### config.mk
export PLATFORM = sky130hd
export DESIGN_NAME = slte_cell
export DESIGN_NICKNAME = d
export VERILOG_FILES = /design/src/sv/sorted_list_table_engine_unit_macros.svh /design/src/sv/slte_pkg.sv /design/src/sv/slte_cell.sv
export SDC_FILE = /design/constraint.sdc
export NUM_CORES = 1
export LEC_CHECK = 0
export ABC_AREA = 1
export BUFFER_PORTS_ARGS = -buffer_cell sky130_fd_sc_hd__buf_2
export CAP_MARGIN = 20
export CORE_ASPECT_RATIO = 0.6
export CORE_MARGIN = 2
export CORE_UTILIZATION = 53
export DETAILED_ROUTE_END_ITERATION = 8
export PLACE_DENSITY = 0.9
export SETUP_SLACK_MARGIN = 0.15
export SLEW_MARGIN = 20
export SYNTH_ARGS = -nofsm -noshare
export SYNTH_HDL_FRONTEND = slang
export SYNTH_SLANG_ARGS = --single-unit
### constraint.sdc
create_clock -name clk -period 3.99 [get_ports clk]
set_input_delay 0.1995 -clock clk [delete_from_list [all_inputs] [get_ports clk]]
set_output_delay 0.1995 -clock clk [all_outputs]
set_load 0.1 [all_outputs]
### src/sv/sorted_list_table_engine_unit_macros.svh
// ----------------------------------------------------------------------------
// Sorted list table engine: assertion macros
// Concurrent checks used by the assertions of the engine unit.
// ----------------------------------------------------------------------------
`ifndef SORTED_LIST_TABLE_ENGINE_UNIT_MACROS_SVH
`define SORTED_LIST_TABLE_ENGINE_UNIT_MACROS_SVH

// Condition in one cycle implies a condition in the next.
`define SLTE_ASSERT_NEXT(label, clk, rst, pre, post, msg) \
  label: assert property (@(posedge clk) disable iff (rst) (pre) |=> (post)) \
    else $error(msg);

// Condition implies a condition in the same cycle.
`define SLTE_ASSERT_SAME(label, clk, rst, pre, post, msg) \
  label: assert property (@(posedge clk) disable iff (rst) (pre) |-> (post)) \
    else $error(msg);

`endif

### src/sv/slte_pkg.sv
// ----------------------------------------------------------------------------
// slte_pkg
// Widths, operation and status codes and cell control for the sorted list
// table engine.
// ----------------------------------------------------------------------------
`timescale 1ns / 1ps
`default_nettype none

package slte_pkg;

  localparam int DATA_W     = 32;
  localparam int MODE_W     = 3;
  localparam int STATUS_W   = 2;
  localparam int READ_LIMIT = 32;

  localparam logic [MODE_W-1:0] MODE_INSERT    = 3'd0;
  localparam logic [MODE_W-1:0] MODE_SEARCH    = 3'd1;
  localparam logic [MODE_W-1:0] MODE_DELETE    = 3'd2;
  localparam logic [MODE_W-1:0] MODE_READ_ASC  = 3'd3;
  localparam logic [MODE_W-1:0] MODE_READ_DESC = 3'd4;

  localparam logic [STATUS_W-1:0] STATUS_OK        = 2'd0;
  localparam logic [STATUS_W-1:0] STATUS_FULL      = 2'd1;
  localparam logic [STATUS_W-1:0] STATUS_NOT_FOUND = 2'd2;
  localparam logic [STATUS_W-1:0] STATUS_EMPTY     = 2'd3;

  typedef enum logic [2:0] {
    CMD_HOLD = 3'd0,
    CMD_CMP  = 3'd1,
    CMD_INS  = 3'd2,
    CMD_DEL  = 3'd3,
    CMD_ROTL = 3'd4,
    CMD_ROTR = 3'd5
  } cell_cmd_t;

  typedef struct packed {
    cell_cmd_t                 cmd;
    logic signed [DATA_W-1:0]  value;
  } cell_ctrl_t;

endpackage

`default_nettype wire

### src/sv/slte_cell.sv
// ----------------------------------------------------------------------------
// slte_cell
// One entry of the sorted row: compares, shifts for insert and delete, and
// rotates around the ring for read-out.
// ----------------------------------------------------------------------------
`timescale 1ns / 1ps
`default_nettype none

module slte_cell
  import slte_pkg::*;
(
  input  wire logic                     clk,
  input  wire cell_ctrl_t               ctrl,
  input  wire logic                     occ,
  input  wire logic signed [DATA_W-1:0] left_data,
  input  wire logic                     left_lt,
  input  wire logic signed [DATA_W-1:0] right_data,
  output logic signed [DATA_W-1:0]      data,
  output logic                          lt,
  output logic                          eq
);

  always_ff @(posedge clk) begin
    case (ctrl.cmd)
      CMD_CMP: begin
        lt <= occ && (data < ctrl.value);
        eq <= occ && (data == ctrl.value);
      end
      CMD_INS: begin
        if (!lt) begin
          data <= left_lt ? ctrl.value : left_data;
        end
      end
      CMD_DEL: begin
        if (!lt) begin
          data <= right_data;
        end
      end
      CMD_ROTL: begin
        data <= right_data;
      end
      CMD_ROTR: begin
        data <= left_data;
      end
      default: begin
      end
    endcase
  end

endmodule

`default_nettype wire

==> results of run 1 <==
[final cells by class]
class / instances / area [sq um] / area share, %
sequential: 34 / 1021 / 26.03
timing repair buffer: 136 / 695.7 / 17.74
clock inverter: 2 / 8.758 / 0.2233
multi-input combinational: 240 / 1739 / 44.34
inverter: 76 / 285.3 / 7.273
tap: 80 / 100.1 / 2.552
clock buffer: 6 / 72.57 / 1.850
[state kept, by name (all words and copies together) (netlist names)]
name,cells
lt,1
data,32
eq,1
[worst max path at each step]
stage / startpoint / to / slack (ps) / cells after the start
finish: ctrl[34] / data[7] / 1930 / 10
global route: data[31] / lt / 1830 / 8
CTS: ctrl[34] / data[25] / 1830 / 8
detailed placement: ctrl[34] / data[25] / 1520 / 8
global placement: ctrl[34] / data[25] / 1640 / 8
floorplan: lt / data[0] / 1090 / 1
[cells in the mapped netlist]
cell | instances | area, sq um
a22oi_1 | 2 | 15.01
o21a_1 | 2 | 15.01
a21oi_1 | 15 | 75.07
edfxtp_1 | 34 | 1021
nand2_2 | 1 | 6.260
buf_4 | 6 | 45.04
buf_6 | 3 | 33.78
nand3_1 | 3 | 15.01
inv_2 | 3 | 11.26
nor4_2 | 1 | 12.51
nand4_1 | 2 | 12.51
nor2_1 | 11 | 41.29
o21bai_1 | 1 | 7.510
nor3_1 | 2 | 10.01
nor2_4 | 2 | 22.52
nand2_1 | 66 | 247.7
buf_2 | 4 | 20.02
clkbuf_1 | 3 | 11.26
a21o_1 | 1 | 7.510
or2_1 | 1 | 6.260
o21ai_2 | 30 | 262.8
ha_1 | 32 | 400.4
o21ai_0 | 36 | 180.2
a21oi_2 | 1 | 8.760
inv_1 | 73 | 274.0
and3_1 | 1 | 6.260
a22oi_2 | 30 | 375.4
[per-layer routing]
metal  up-vias  part of all wire (%)  GRT usage (%)
met5         -                     0              0
met4         0                   1.3          7.730
met3        10                   8.8          5.993
met2       110                    48          43.15
met1      1357                    42          30.18
li1       1497                     -              -
[kinds of logic (layout without fill, tap and decap cells)]
group / after synthesis / count (layout) / share of synthesized area [%]
AOI/OAI and AO/OA: 118 / 118 / 30.12
buffers and inverters: 92 / 220 / 12.57
and+or+nand+nor: 90 / 90 / 12.10
DFF: 34 / 34 / 32.47
adders and majority gates: 32 / 32 / 12.73
[metrics by stage]
step                utilization (%)  area, sq um  setup slack [ps]  total power [W]
floorplan                         -         3144              1094        0.0008843
global route                  69.44         3923              1832         0.001326
detailed placement            67.64         3821              1519         0.001010
finish                        69.44         3923              1934         0.001260
global placement              67.64         3821              1640        0.0009909
CTS                           69.08         3902              1827         0.001261
[power breakdown]
group	switching [W]	leakage (nW)	internal [W]
Sequential	0.0000172	0.327	0.000435
Clock	0.000135	0.0426	0.000120
Combinational	0.000395	1.65	0.000157
[worst max-delay path, delay by kind of cell]
| family | cells | cell delay [ps] |
|---|---|---|
| buf+inv | 4 | 1120 |
| simple gates | 3 | 420 |
| compound gates | 3 | 270 |
==> results.ini, run 1 <==
[outcome]
status=completed

[floorplan]
initial_core_util_pct=55.66
io_pins=136
core_region_area_sq_mm=0.005649
die_h_um=63.66
die_w_um=103.4
dieArea_sq_mm=0.006585
rows=21

[power]
ir_drop_v=0.0001844
p_leak_nw=2.020
power.density_mw_per_mm2=321.1

[finish]
final_common_cell=buf_2
final_cells=574
fin_nets=627
areaGrowthSynthToFinish_pct=24.75
fillCellCount=475
antennaDiodeCount=0
drive_above_1_share_pct=42.91
layout_common_cells=135 x buf_2, 72 x inv_1, 66 x nand2_1, 36 x o21ai_0, 34 x edfxtp_1

[worst_setup_path]
reg2reg_slack_ps=2020
r2r_start=data[11]
cpMaxStageDelayCell=inv_2
cp.required_ps=4000
critPathKind=in2reg
startpoint_type=input port
path_cells=buf_2, inv_2, nand2_2, nor2_1, a21oi_2, inv_2, nor2_4, buf_12, a22oi_2, o21ai_2
end_kind=flip-flop
worstRegToRegCells=10
reg2reg_to=lt
slowest_delay_ps=660
worstPathArrival_ps=2060
cp_max_fo=33
cp_common_cell=inv_2

[place]
dp_cells=565
hpwlAfterDp_um=6240
routabilityCongestion=0.8234
portBuffers=135

[cts]
cts_num_sinks=34
clockBufferDepth=2
postCtsHoldBufs=0
cts_resized=0
cts_made_buffers=5
clkLatencyLatePin_ps=280
cts_setup_buffers=0
h-tree-depth=2
clkTransAtPathRegs_ps=80
clk_root_buffer_cell=clkbuf_8
cts_tree=done

[sta]
final_hold_viol_count=0
fin_skew_ps=4.439
min_period_over_period_pct=51.53
setup_tns_ps=0
max_freq_ghz=0.4864
finalSetupViolCount=0
maxSlewViolCount=0
grt_setup_unrepaired=no
whs_ps=213.4
worst_pin_slew_ps=994.5
final.min_clock_period_ps=2056
max_slew_margin_pct=33.52

[detailed_routing]
wl_um=8118
drtPass1Iterations=4
via_per_inst=5.181
final_antenna_net_count=0
drt_iter0_markers=124
post-route-drc-count=0
vias=2974
post_drt_wl_per_cell_um=14.14

[global_routing]
grt_usage_pct=24.86
grt_pass1_vias=2972
grt_first_pass_wirelength_um=12770
grt_max_degree=65
grt_overflow=0
antenna_found_initial=0

[worst_hold_path]
hold_class=in2reg
holdPathStages=3
hold_start=right_data[20]
holdPathEnd=data[20]

[job]
max_cap_violations=0

[logic_synthesis]
avgSynthCellArea_sq_um=8.591
syn-num-nets=500
yosysSeqAreaShare_pct=32.47
netlist_instances=366
syn_area_sq_mm=0.003144
yosysUniqueCellTypes=27
ys_ff_latch=34
yosysWarnings=0

Note: power is estimated with default switching activity, not from simulation.
==> run 2, diff against run 1 <==
- CORE_UTILIZATION: 53 -> 49
- PLACE_DENSITY: 0.9 -> 0.84
- clock period: 3.99 -> 2.2 ns (I/O delays scaled with it)
==> run 2 against run 1 <==
Effect of this change: highest routed layer unchanged; critical path type is now reg2reg; clock skew up 2.4 ps; combinational power is 85% higher; power rose by 82%; clock-buffer cell count unchanged; routed wire length increased by 2.6%; final cell count up 1.6%; clock power rose by 80%; worst hold slack worse by 91 ps; setup slack lost 1600 ps; sequential share of layout area decreased by 0.54 points.
==> results.ini, run 2 (synthesized netlist as in run 1, its figures left out) <==
[finish]
drive_above_1_share_pct=43.89  ; +0.97 points
fin_util_pct=64.98  ; -4.5 points
fillCellCount=553  ; +16%
antennaDiodeCount=0  ; unchanged
fin_nets=632  ; +0.80%
areaGrowthSynthToFinish_pct=27.42
largest_reg_flops=32  ; unchanged
top_register=data
reg_top3=data (32), eq (1), lt (1)
layout_common_cells=135 x buf_2, 72 x inv_1, 66 x nand2_1, 36 x o21ai_0, 34 x edfxtp_1
final_common_cell=buf_2

[cts]
cts_tree=done
clk_root_buffer_cell=clkbuf_8
clkTransAtPathRegs_ps=80  ; about the same
clkLatencyLatePin_ps=290  ; about the same
cts_setup_buffers=0  ; unchanged
h-tree-depth=2  ; unchanged
postCtsHoldBufs=0  ; unchanged
cts_num_sinks=34  ; unchanged
clockBufferDepth=2  ; unchanged
cts_resized=0  ; unchanged
cts_made_buffers=5  ; unchanged

[worst_setup_path]
end_kind=flip-flop
cp.required_ps=2240  ; -1760 ps
worstPathArrival_ps=1940  ; -120 ps
critPathKind=reg2reg
startpoint_type=flip-flop
cp_max_fo=3  ; -91%

[global_routing]
grt_pass1_vias=2961  ; -0.37%
grt_overflow=0  ; unchanged
grt_usage_pct=24.21  ; -0.65 points
grt_max_degree=65  ; unchanged
antenna_found_initial=0  ; unchanged
grt_first_pass_wirelength_um=13430  ; +5.2%

[detailed_routing]
post_drt_wl_per_cell_um=14.29  ; +1.0%
post-route-drc-count=0  ; unchanged
wl_um=8330  ; +2.6%
drt_iter0_markers=117  ; -5.6%
vias=3011  ; +1.2%
via_per_inst=5.165  ; -0.32%
drtPass1Iterations=5  ; +1
final_antenna_net_count=0  ; unchanged

[sta]
setup_tns_ps=0  ; unchanged
max_slew_margin_pct=61.02  ; +28 points
finalSetupViolCount=0  ; unchanged
max_freq_ghz=0.5264
fin_skew_ps=6.849  ; +2.411 ps
maxSlewViolCount=0  ; unchanged
grt_setup_unrepaired=no
final_hold_viol_count=0  ; unchanged
final.min_clock_period_ps=1900
min_period_over_period_pct=86.36
worst_pin_slew_ps=584.7  ; -409.9 ps

[place]
routabilityCongestion=0.7784  ; -5.5%
portBuffers=135  ; unchanged
hpwlAfterDp_um=6479  ; +3.8%

[floorplan]
die_h_um=66.05  ; +3.8%
die_w_um=107.4  ; +3.8%
core_region_area_sq_mm=0.006166  ; +9.1%
io_pins=136  ; unchanged
rows=22  ; +4.8%
initial_core_util_pct=50.99  ; -4.7 points
dieArea_sq_mm=0.007095  ; +7.7%

[power]
p_leak_nw=2.047  ; +1.3%
power.density_mw_per_mm2=573.5  ; +79%
power.total_w=0.002298  ; +82%
ir_drop_v=0.0003752  ; +100%

[worst_hold_path]
hold_class=in2reg

[job]
max_cap_violations=0  ; unchanged

[outcome]
status=completed

[run 2: cell count changes in the layout (fill, tap and decap cells not counted), sizes merged]
cell	before	now
buf	136	141
clkinv	2	3
inv	76	75
[run 2: worst max-delay path, stage by stage, from the launching register on]
cell      delay, ps
edfxtp_1        450
ha_4            300
nand2_1          60
nor2_1          110
nand2_1         130
nor4_2          280
nand2_1         120
a21oi_1         130
nor2_1           60
[run 2: routing by layer]
metal | GRT usage, % | share of wire [%]
met1 | 31.81 | 46
met2 | 41.85 | 47
met3 | 4.138 | 6.4
met4 | 6.090 | 1.1
met5 | 0 | 0
[run 2: layout make-up]
cell class	instances	area (sq um)	share of cell area [%]
multi-input combinational	240	1768	44.13
sequential	34	1021	25.48
timing repair buffer	141	745.7	18.61
inverter	76	285.3	7.121
tap	84	105.1	2.623
clock buffer	6	72.57	1.811
clock inverter	2	8.758	0.2186
[run 2: path summary, 6_finish.rpt]
kind / from / end / slack (ps) / cells after the start
worst max-delay path: data[31] / lt / 300 / 8
worst min-delay path: right_data[21] / data[21] / 120 / 3
worst max register to register: data[31] / lt / 300 / 8
worst min register to register: lt / data[31] / 850 / 1
[run 2: where the power goes]
group / switching, W / internal, W
Sequential: 0.0000306 / 0.000788
Clock: 0.000242 / 0.000218
Combinational: 0.000719 / 0.000299
Total: 0.000992 / 0.00131
[run 2: per-stage QoR]
stage               instances  hold slack [ps]  instance area, sq um  worst slack, ps
floorplan                 366            315.1                  3184            52.18
global placement          574            409.5                  3905            310.9
detailed placement        574            417.4                  3905            288.6
CTS                       582            113.4                  3986            273.2
global route              583            115.4                  4006            163.5
finish                    583            122.5                  4006            300.2
==> run 3, diff against run 2 <==
- clock period: 2.2 -> 1.75 ns (I/O delays scaled with it)
==> run 3 against run 2 <==
Effect of this change: the run now ends with negative setup slack left; setup slack worse by 380 ps; clock skew is 0.61 ps higher; worst hold slack lost 23 ps; largest power group unchanged; critical path type unchanged; critical endpoint unchanged.
==> results.ini, run 3 (synthesized netlist as in run 1, its figures left out) <==
[outcome]
violations=negative setup slack
status=finished, violations left

[place]
portBuffers=135  ; unchanged
hpwlAfterDp_um=6203  ; -4.2%
routabilityCongestion=0.7640  ; -1.8%

[detailed_routing]
post-route-drc-count=0  ; unchanged
via_per_inst=5.174  ; +0.18%
dr_wl_met3_um=477  ; -10%
routed.top_layer=met4
final_antenna_net_count=0  ; unchanged
drt_iter0_markers=134  ; +15%
vias=3032  ; +0.70%
drtPass1Iterations=4  ; -1
post_drt_wl_per_cell_um=14.32  ; +0.25%
m1WireLength_um=3856  ; +1.0%
wl_um=8394  ; +0.77%
wl_met2_um=4025  ; +3.5%

[floorplan]
die_w_um=107.4  ; unchanged
initial_core_util_pct=50.99  ; unchanged
rows=22  ; unchanged
io_pins=136  ; unchanged
die_h_um=66.05  ; unchanged
dieArea_sq_mm=0.007095  ; unchanged
core_region_area_sq_mm=0.006166  ; unchanged

[cts]
cts_made_buffers=5  ; unchanged
postCtsHoldBufs=0  ; unchanged
h-tree-depth=2  ; unchanged
clkLatencyLatePin_ps=280  ; about the same
clkTransAtPathRegs_ps=80  ; about the same
cts_tree=done
cts_num_sinks=34  ; unchanged
clockBufferDepth=2  ; unchanged
clk_root_buffer_cell=clkbuf_8

[global_routing]
grt_usage_pct=23.87  ; -0.34 points
grt_pass1_vias=2882  ; -2.7%
grt_max_degree=65  ; unchanged
grt_first_pass_wirelength_um=13160  ; -2.1%
antenna_found_initial=0  ; unchanged
grt_overflow=0  ; unchanged

[finish]
final_common_cell=buf_2
largest_reg_flops=32  ; unchanged
fin_util_pct=67.43  ; +2.5 points
top_register=data
drive_above_1_share_pct=47.81  ; +3.9 points
reg_top3=data (32), eq (1), lt (1)
fin_nets=636  ; +0.63%
fillCellCount=535  ; -3.3%
layout_common_cells=135 x buf_2, 71 x inv_1, 60 x nand2_1, 36 x o21ai_0, 34 x edfxtp_1
antennaDiodeCount=0  ; unchanged
areaGrowthSynthToFinish_pct=32.23

[power]
power.density_mw_per_mm2=706.7  ; +23%
ir_drop_v=0.0004294  ; +14%
p_leak_nw=2.097  ; +2.4%

[sta]
final.min_clock_period_ps=1832  ; -67.74 ps
setup_slack_ps=-82.11  ; -382.3 ps
min_period_over_period_pct=104.7  ; +18 points
worst_pin_slew_ps=924.3  ; +339.6 ps
max_freq_ghz=0.5458  ; +3.7%
grt_setup_unrepaired=yes
max_slew_margin_pct=38.29  ; -23 points
whs_ps=99.01  ; -23.50 ps
maxSlewViolCount=0  ; unchanged
fin_skew_ps=7.459  ; +0.6094 ps
finalSetupViolCount=1  ; +1
final_hold_viol_count=0  ; unchanged

[worst_setup_path]
critPathKind=reg2reg
end_kind=flip-flop
worstRegToRegCells=11  ; +3
startpoint_type=flip-flop
cp.required_ps=1790  ; -450 ps
worstPathArrival_ps=1870  ; -70 ps
cp_max_fo=2  ; -1

[worst_hold_path]
hold_class=in2reg
holdPathStages=3  ; unchanged

[job]
max_cap_violations=0  ; unchanged

-- run 3: cell count changes in the layout (fill, tap and decap cells not counted), moves of 2 or more --
cell      change
nand2_2       +5
ha_1          -4
nor2_1        -2
inv_2         +2
clkinv_1      -2
a21oi_1       -2
buf_4         +3
a21oi_2       +2
nand2_1       -6
ha_4          +4
-- run 3: critical path: stages (launching register included) --
cell	delay (ps)
edfxtp_1	420
ha_1	310
nand2_2	60
inv_2	60
nand3_2	60
nor3_2	180
buf_4	150
nand2_2	40
nand2_2	50
nand2_2	60
a21oi_2	140
nor2_1	60
-- run 3: stage by stage --
step,cell area [sq um],std cells,total power [W],setup slack (ps),setup TNS [ps]
floorplan,3184,366,0.002026,-397.8,-4860
global placement,3918,574,0.002288,-141.9,-984.7
detailed placement,3918,574,0.002329,-154.0,-3060
CTS,4033,582,0.002895,-82.38,-82.38
global route,4158,586,0.003102,-146.3,-146.3
finish,4158,586,0.002938,-82.11,-82.11
-- run 3: area by class of cell --
type / instances / area (sq um) / area share, %
inverters: 76 / 285.3 / 6.861
well taps: 84 / 105.1 / 2.528
flip-flops and latches: 34 / 1021 / 24.56
multi-input cells: 240 / 1874 / 45.08
clock buffers: 7 / 76.32 / 1.836
repair buffers: 145 / 795.8 / 19.14
-- run 3: final timing paths --
kind              slack [ps]      startpoint  endpoint
setup / recovery         -80        data[10]        lt
hold / removal           100  right_data[20]  data[20]
setup reg to reg         -80        data[10]        lt
hold reg to reg          850              lt  data[22]
-- run 3: power by group --
part	internal [W]	switching, W	total [W]
sequential	0.000992	0.0000437	0.00104
clock	0.000274	0.000284	0.000558
combinational	0.000409	0.000935	0.00134
-- run 3: repair_timing --
| item | in CTS | in global routing |
|---|---|---|
| cloned | 0 | 0 |
| setup endpoints to repair | 2 | 2 |
| setup buffers | 1 | 3 |
| pin swaps | 1 | 9 |
| gates resized for setup | 5 | 15 |
-- run 3: routing by layer --
layer / up-vias / global-route usage [%]
li1: 1517 / -
met1: 1429 / 31.89
met2: 84 / 40.74
met3: 2 / 5.616
met4: 0 / 3.205
met5: - / 0
